`src/hw/rtl/rme_pkg.sv`:
```
// Package for the modular exponentiation block: defaults, register indexes,
// opcodes and the sequencer state type. No dependencies.
package rme_pkg;

    localparam int WORD_BITS_DEF = 64;
    localparam int CFG_IDX_W     = 2;

    // configuration register indexes
    localparam logic [CFG_IDX_W-1:0] REG_PUB_EXP  = 2'd0;
    localparam logic [CFG_IDX_W-1:0] REG_PRIV_EXP = 2'd1;
    localparam logic [CFG_IDX_W-1:0] REG_MODULUS  = 2'd2;

    // opcodes
    localparam logic OP_ENCRYPT = 1'b0;
    localparam logic OP_DECRYPT = 1'b1;

    typedef enum logic [2:0] {
        S_IDLE,
        S_REDUCE,
        S_SQR,
        S_MUL,
        S_WAIT
    } t_state;

endpackage

```
`src/hw/rtl/rme_in_if.sv`:
```
// Input channel of the exponentiation block: valid/ready plus opcode and value.
// Depends on rme_pkg for the default width.
interface rme_in_if #(
    parameter int WORD_BITS = rme_pkg::WORD_BITS_DEF
) ();
    logic                 valid;
    logic                 ready;
    logic                 opcode;
    logic [WORD_BITS-1:0] value;

    modport source (output valid, output opcode, output value, input ready);
    modport sink   (input valid, input opcode, input value, output ready);
endinterface

```
`src/hw/rtl/rme_out_if.sv`:
```
// Output channel of the exponentiation block: valid/ready plus result.
// Depends on rme_pkg for the default width.
interface rme_out_if #(
    parameter int WORD_BITS = rme_pkg::WORD_BITS_DEF
) ();
    logic                 valid;
    logic                 ready;
    logic [WORD_BITS-1:0] result;

    modport source (output valid, output result, input ready);
    modport sink   (input valid, input result, output ready);
endinterface

```
`src/hw/rtl/rsa_modular_exponentiation.sv`:
```
// Top level: bit-serial square-and-multiply modular exponentiation.
// Depends on rme_pkg, rme_in_if and rme_out_if.
//
//  channel  | dir | handshake           | payload
//  ---------+-----+---------------------+----------------------------------
//  i_in     | in  | valid/ready         | opcode (1b), value (WORD_BITS)
//  o_out    | out | valid/ready         | result (WORD_BITS)
//  i_cfg_*  | in  | write enable only   | idx (2b), data (WORD_BITS)
//
// The shared bit-serial modular product unit consumes one multiplier bit per cycle
// for the reduce, square and multiply steps; a zero exponent skips them all.
// One item at a time; the output register lets a new item start while the
// previous result still waits. Reset (synchronous, active low) clears control
// state and loads the register reset values; no clearing pass is needed.
module rsa_modular_exponentiation #(
    parameter int WORD_BITS = rme_pkg::WORD_BITS_DEF
) (
    input  logic                           i_clk,
    input  logic                           i_rst_n,
    rme_in_if.sink                         i_in,
    rme_out_if.source                      o_out,
    input  logic                           i_cfg_we,
    input  logic [rme_pkg::CFG_IDX_W-1:0]  i_cfg_idx,
    input  logic [WORD_BITS-1:0]           i_cfg_data
);

    localparam int W  = WORD_BITS;
    localparam int CW = $clog2(WORD_BITS);
    localparam int XW = WORD_BITS + 3;   // room for 2*acc + b - 2*M, signed

    // configuration
    logic [W-1:0] r_pub_exp;
    logic [W-1:0] r_priv_exp;
    logic [W-1:0] r_modulus;

    // sequencer and datapath registers
    rme_pkg::t_state r_state, n_state;
    logic [W-1:0]  r_acc,  n_acc;    // partial product, always < M
    logic [W-1:0]  r_a,    n_a;      // multiplier, shifts out MSB first
    logic [W-1:0]  r_b,    n_b;      // multiplicand, <= M
    logic [W-1:0]  r_base, n_base;   // value mod M
    logic [W-1:0]  r_exp,  n_exp;    // exponent, shifts out MSB first
    logic [W-1:0]  r_pow,  n_pow;    // running power / finished result
    logic [CW-1:0] r_bcnt, n_bcnt;   // multiplier bits left after this one
    logic [CW-1:0] r_ecnt, n_ecnt;   // exponent bits left after this one

    // output register
    logic          r_ovalid;
    logic [W-1:0]  r_result;

    logic          w_in_acc;
    logic          w_out_free;
    logic [W-1:0]  w_exp_sel;
    logic          w_last;
    logic [W:0]    w_modx;
    logic [W-1:0]  w_badd;
    logic [XW-1:0] w_t;
    logic [XW-1:0] w_d1;
    logic [XW-1:0] w_d2;
    logic [W-1:0]  w_step;

    assign w_in_acc   = i_in.valid && i_in.ready;
    assign w_out_free = !r_ovalid || o_out.ready;
    assign w_exp_sel  = (i_in.opcode == rme_pkg::OP_DECRYPT) ? r_priv_exp : r_pub_exp;
    assign w_last     = (r_bcnt == '0);

    // A zero modulus register stands for 2^W: one extra top bit keeps the
    // arithmetic uniform and makes every step wrap naturally.
    assign w_modx = {(r_modulus == '0), r_modulus};

    // One interleaved step: acc = (2*acc + bit*b) mod M. With acc < M and
    // b <= M the sum is below 3M, so at most two subtractions of M.
    assign w_badd = r_a[W-1] ? r_b : '0;
    assign w_t    = XW'({r_acc, 1'b0}) + XW'(w_badd);
    assign w_d1   = w_t - XW'(w_modx);
    assign w_d2   = w_t - XW'({w_modx, 1'b0});

    always_comb begin
        if (!w_d2[XW-1]) begin
            w_step = w_d2[W-1:0];
        end else if (!w_d1[XW-1]) begin
            w_step = w_d1[W-1:0];
        end else begin
            w_step = w_t[W-1:0];
        end
    end

    // next state
    always_comb begin
        n_state = r_state;
        case (r_state)
            rme_pkg::S_IDLE: begin
                if (w_in_acc) begin
                    n_state = (w_exp_sel == '0) ? rme_pkg::S_WAIT : rme_pkg::S_REDUCE;
                end
            end
            rme_pkg::S_REDUCE: begin
                if (w_last) begin
                    n_state = rme_pkg::S_SQR;
                end
            end
            rme_pkg::S_SQR: begin
                if (w_last) begin
                    if (r_exp[W-1]) begin
                        n_state = rme_pkg::S_MUL;
                    end else if (r_ecnt == '0) begin
                        n_state = rme_pkg::S_WAIT;
                    end else begin
                        n_state = rme_pkg::S_SQR;
                    end
                end
            end
            rme_pkg::S_MUL: begin
                if (w_last) begin
                    n_state = (r_ecnt == '0) ? rme_pkg::S_WAIT : rme_pkg::S_SQR;
                end
            end
            rme_pkg::S_WAIT: begin
                if (w_out_free) begin
                    n_state = rme_pkg::S_IDLE;
                end
            end
            default: n_state = rme_pkg::S_IDLE;
        endcase
    end

    // datapath next values
    always_comb begin
        n_acc  = r_acc;
        n_a    = r_a;
        n_b    = r_b;
        n_base = r_base;
        n_exp  = r_exp;
        n_pow  = r_pow;
        n_bcnt = r_bcnt;
        n_ecnt = r_ecnt;
        case (r_state)
            rme_pkg::S_IDLE: begin
                if (w_in_acc) begin
                    // reduce value mod M first: shift value in against b = 1
                    n_acc  = '0;
                    n_a    = i_in.value;
                    n_b    = W'(1);
                    n_bcnt = CW'(W - 1);
                    n_exp  = w_exp_sel;
                    n_ecnt = CW'(W - 1);
                    n_pow  = W'(1);
                end
            end
            rme_pkg::S_REDUCE, rme_pkg::S_SQR, rme_pkg::S_MUL: begin
                n_acc  = w_step;
                n_a    = r_a << 1;
                n_bcnt = r_bcnt - 1'b1;
                if (w_last) begin
                    n_acc  = '0;
                    n_bcnt = CW'(W - 1);
                    if (r_state == rme_pkg::S_REDUCE) begin
                        // first square is 1*1
                        n_base = w_step;
                        n_a    = W'(1);
                        n_b    = W'(1);
                    end else if (r_state == rme_pkg::S_SQR && r_exp[W-1]) begin
                        n_a = w_step;
                        n_b = r_base;
                    end else begin
                        // exponent bit done
                        n_exp  = r_exp << 1;
                        n_ecnt = r_ecnt - 1'b1;
                        n_pow  = w_step;
                        n_a    = w_step;
                        n_b    = w_step;
                    end
                end
            end
            default: begin
            end
        endcase
    end

    // configuration writes
    always_ff @(posedge i_clk) begin
        if (!i_rst_n) begin
            r_pub_exp  <= '0;
            r_priv_exp <= '0;
            r_modulus  <= W'(1);
        end else if (i_cfg_we) begin
            case (i_cfg_idx)
                rme_pkg::REG_PUB_EXP:  r_pub_exp  <= i_cfg_data;
                rme_pkg::REG_PRIV_EXP: r_priv_exp <= i_cfg_data;
                rme_pkg::REG_MODULUS:  r_modulus  <= i_cfg_data;
                default: begin
                end
            endcase
        end
    end

    always_ff @(posedge i_clk) begin
        if (!i_rst_n) begin
            r_state  <= rme_pkg::S_IDLE;
            r_ovalid <= 1'b0;
        end else begin
            r_state <= n_state;
            if (r_state == rme_pkg::S_WAIT && w_out_free) begin
                r_ovalid <= 1'b1;
            end else if (o_out.ready) begin
                r_ovalid <= 1'b0;
            end
        end
    end

    // payload, no reset
    always_ff @(posedge i_clk) begin
        r_acc  <= n_acc;
        r_a    <= n_a;
        r_b    <= n_b;
        r_base <= n_base;
        r_exp  <= n_exp;
        r_pow  <= n_pow;
        r_bcnt <= n_bcnt;
        r_ecnt <= n_ecnt;
        if (r_state == rme_pkg::S_WAIT && w_out_free) begin
            r_result <= r_pow;
        end
    end

    assign i_in.ready   = (r_state == rme_pkg::S_IDLE);
    assign o_out.valid  = r_ovalid;
    assign o_out.result = r_result;

endmodule

```
`src/flat_wrapper.sv`:
```
// flat-port wrapper written by rule: the top's interface ports become plain ports
module rsa_modular_exponentiation_flat 
#(
    parameter int WORD_BITS = rme_pkg::WORD_BITS_DEF
)
  (i_clk, i_rst_n, i_cfg_we, i_cfg_idx, i_cfg_data, i_in_valid, i_in_opcode, i_in_value, i_in_ready, o_out_valid, o_out_result, o_out_ready);
  rme_in_if #(.WORD_BITS(WORD_BITS)) i_in_i ();
  rme_out_if #(.WORD_BITS(WORD_BITS)) o_out_i ();
  input  logic i_clk;
  input  logic i_rst_n;
  input  logic i_cfg_we;
  input  logic [rme_pkg::CFG_IDX_W-1:0] i_cfg_idx;
  input  logic [WORD_BITS-1:0] i_cfg_data;
  input wire logic [$bits(i_in_i.valid)-1:0] i_in_valid;
  input wire logic [$bits(i_in_i.opcode)-1:0] i_in_opcode;
  input wire logic [$bits(i_in_i.value)-1:0] i_in_value;
  output wire logic [$bits(i_in_i.ready)-1:0] i_in_ready;
  output wire logic [$bits(o_out_i.valid)-1:0] o_out_valid;
  output wire logic [$bits(o_out_i.result)-1:0] o_out_result;
  input wire logic [$bits(o_out_i.ready)-1:0] o_out_ready;
  assign i_in_i.valid = i_in_valid;
  assign i_in_i.opcode = i_in_opcode;
  assign i_in_i.value = i_in_value;
  assign i_in_ready = i_in_i.ready;
  assign o_out_valid = o_out_i.valid;
  assign o_out_result = o_out_i.result;
  assign o_out_i.ready = o_out_ready;
  rsa_modular_exponentiation #(.WORD_BITS(WORD_BITS)) u_core (.i_clk(i_clk), .i_rst_n(i_rst_n), .i_in(i_in_i), .o_out(o_out_i), .i_cfg_we(i_cfg_we), .i_cfg_idx(i_cfg_idx), .i_cfg_data(i_cfg_data));
endmodule
```
`config.mk`:
```
export PLATFORM = sky130hd
export DESIGN_NAME = rsa_modular_exponentiation_flat
export DESIGN_NICKNAME = d
export VERILOG_FILES = /design/src/hw/rtl/rme_pkg.sv /design/src/hw/rtl/rme_in_if.sv /design/src/hw/rtl/rme_out_if.sv /design/src/hw/rtl/rsa_modular_exponentiation.sv /design/src/flat_wrapper.sv
export SDC_FILE = /design/constraint.sdc
export NUM_CORES = 2
export LEC_CHECK = 0
export BUFFER_PORTS_ARGS = -buffer_cell sky130_fd_sc_hd__buf_2
export CAP_MARGIN = 20
export CORE_MARGIN = 2
export CORE_UTILIZATION = 50
export CTS_BUF_LIST = sky130_fd_sc_hd__clkbuf_4 sky130_fd_sc_hd__clkbuf_8
export CTS_CLUSTER_SIZE = 10
export DETAILED_ROUTE_END_ITERATION = 8
export GPL_ROUTABILITY_DRIVEN = 0
export GPL_TIMING_DRIVEN = 0
export PLACE_DENSITY = 0.64
export SLEW_MARGIN = 0
export SYNTH_ARGS = -nofsm -noshare
export SYNTH_HDL_FRONTEND = slang
export SYNTH_SLANG_ARGS = --single-unit
```
`constraint.sdc`:
```
create_clock -name i_clk -period 11.3 [get_ports i_clk]
set_input_delay 1.13 -clock i_clk [delete_from_list [all_inputs] [get_ports i_clk]]
set_output_delay 1.13 -clock i_clk [all_outputs]
set_load 0.03 [all_outputs]
```
==> results.cfg <==
[run_status]
status = complete, no violations

[finish]
final_nets = 4910
final_layout_size_suffix_gt1_share_pct = 11.7
instances_no_fill = 5709
syn_to_final_growth_pct = 12.4
utilization_pct = 57.0

[synthesis]
yosys.area.top_type = edfxtp_1
synthTopCellsByArea = edfxtp_1 (35%), dfxtp_1 (10%), nand2_1 (6.4%)
ys.flop_type = edfxtp_1
ys_warn_count = 0
synth-seq-cells = 656
synth_top_area_share_pct = 35.0
synth_nets = 4582
synth_cells = 4247
netlist_area_um2 = 39400
synth-seq-area-share_pct = 45.0
syn_avg_cell_area_um2 = 9.28
synth_common_cells = nand2_1 (668), edfxtp_1 (460), a21oi_1 (296), o21ai_0 (296), nor2_1 (264)
synth-async-reset-ratio_pct = 0
synth.distinct_cells = 97
synth_most_common_cell = nand2_1
synth-edff-count = 460

[floorplanning]
die_area_um2 = 81100
core_area_um2 = 77700
ioPinCount = 202
std_cell_rows = 102
die_x_um = 285
die_h_um = 285
start_util_pct = 50.7

[worst_hold_path]
holdPathEnd = u_core.o_out.result[19]
min_path_type = reg -> reg
min_path_cells = 0
min-delay-start = u_core.r_pow[19]

[clock_network]
post-cts-setup-buffers = 0
cts_resized = 0
clock_sinks = 656
cts_tree = yes
cts.htree.levels = 3
clk_pin_slew_worst_paths_ps = 60
cts.path.max_buffers = 3
clk_latency_ps = 760
ctsHoldBuffers = 0
cts_made_buffers = 108
cts_root_buffer = clkbuf_8

[routing]
via_per_inst = 6.05
wl_mm = 133
dr.pass1.iters = 9
via_count = 34500
drt_iter0_drc = 4111
drtAntennaViolNets = 0
drc = 0
routedWlPerCell_um = 23.3

[sta]
rsz0062_at_grt = false
tightest_slew_ps = 1260
hold_viol = 0
max-slew-margin-rel_pct = 14.8
fin_crit_ps = 9650
fin_crit_sh_pct = 85.4
slew_viol_final = 0
setup_tns_ps = 0
holdWs_ps = 412
setup_viol = 0
clock_skew_ps = 48.5
fmax_mhz = 104

[global_routing]
antenna_found_initial = 3
grtUsageTotal_pct = 31.9
grt_pass1_vias = 32200
grt_pass1_wl_mm = 198
grt_max_degree = 61
gr-total-overflow = 0

[setup_path]
crit_slowest_cell = mux2i_1
rr_endpoint = u_core.r_a[16]
cp-end-kind = flip-flop
r2r_setup_slack_ps = 1650
cp.arrival_ps = 9960
startpoint_type = flip-flop
critPathKind = reg -> reg
r2r-start = u_core.r_a[63]
worstPathRequired_ps = 11610
r2r_cells = 26
cpPeakStageDelay_ps = 890
path_max_fanout = 10

[run]
maxCapViolCount = 0

[placed_design]
dpl.cell_count = 5505
io_buffers = 199
hpwl_mm = 103
==> per-layer routing <==
layer | track usage, % | wire length, um
met1 | 44.0 | 56200
met2 | 49.8 | 58600
met3 | 4.98 | 11600
met4 | 13.7 | 6250
met5 | 0 | 146
==> worst max-delay path by stage <==
stage                      start          endpoint  depth (start not counted)
2_1_floorplan         i_in_valid  u_core.r_ecnt[0]                          3
3_3_place_gp   u_core.r_state[1]  u_core.r_pow[13]                          6
3_5_place_dp      u_core.r_a[63]    u_core.r_a[16]                         26
4_1_cts           u_core.r_a[63]    u_core.r_a[16]                         26
5_1_grt           u_core.r_a[63]    u_core.r_a[30]                         27
6_report          u_core.r_a[63]    u_core.r_a[16]                         26
==> cell families after synthesis <==
kind of cell | count (synthesis) | share of synthesized area (%)
muxes | 158 | 4.19
AOI/OAI and AO/OA | 1281 | 20.8
xor gates and xnor gates | 170 | 3.78
and+or+nand+nor | 1363 | 15.7
DFF | 656 | 45.0
adders and majority gates | 199 | 6.37
buffers and inverters | 420 | 4.20
==> final cells by class <==
type	count	area, um^2
Fill cell	7005	33400
Multi-Input combinational cell	3171	20100
Sequential cell	656	17700
Clock buffer	156	1870
Timing Repair Buffer	218	1340
Tap cell	1040	1300
Buffer	235	963
Inverter	185	694
Clock inverter	45	322
Antenna cell	3	7.51
==> state kept, by name, summed over array words and instances, names as in the netlist <==
name and count:
u_core.r_base 64, u_core.r_b 64, u_core.r_priv_exp 64, u_core.o_out.valid 1
u_core.r_bcnt 6, u_core.r_ecnt 6, u_core.r_state 3, u_core.o_out.result 64
u_core.r_exp 64, u_core.r_pub_exp 64, u_core.r_a 64, u_core.r_acc 64
u_core.r_pow 64, u_core.r_modulus 64
==> metrics by stage <==
| step | area, um^2 | worst slack, ps |
|---|---|---|
| after floorplan | 39400 | 1800 |
| after global placement | 41700 | -3980 |
| after detailed placement | 42100 | 1980 |
| after CTS | 44300 | 1920 |
| after global routing | 44300 | 1520 |
| final | 44300 | 1650 |
==> worst max-delay path, delay by kind of cell, from the launching register on <==
family / cells / cell delay [ps]
and+or+nand+nor: 8 / 1650
adders and majority gates: 2 / 880
buffers and inverters: 5 / 1950
AOI/OAI and AO/OA: 10 / 3470
DFF: 1 / 340
muxes: 1 / 890
==> placed cells by master, fill, tap and decap left out, drive strengths merged, types with 53 or more instances in the layout <==
cell / instances
nand2: 668
edfxtp: 460
o21ai: 358
clkbuf: 349
a21oi: 299
nor2: 265
buf: 260
a21boi: 208
ha: 196
dfxtp: 196
inv: 192
mux2i: 110
xnor2: 99
and2: 82
a21o: 77
xor2: 71
a22oi: 63
nand4: 59
nor3: 54
nor4: 53
Power is not shown: default switching activity piles up to over one toggle a cycle in this logic, so the estimate is an artifact.
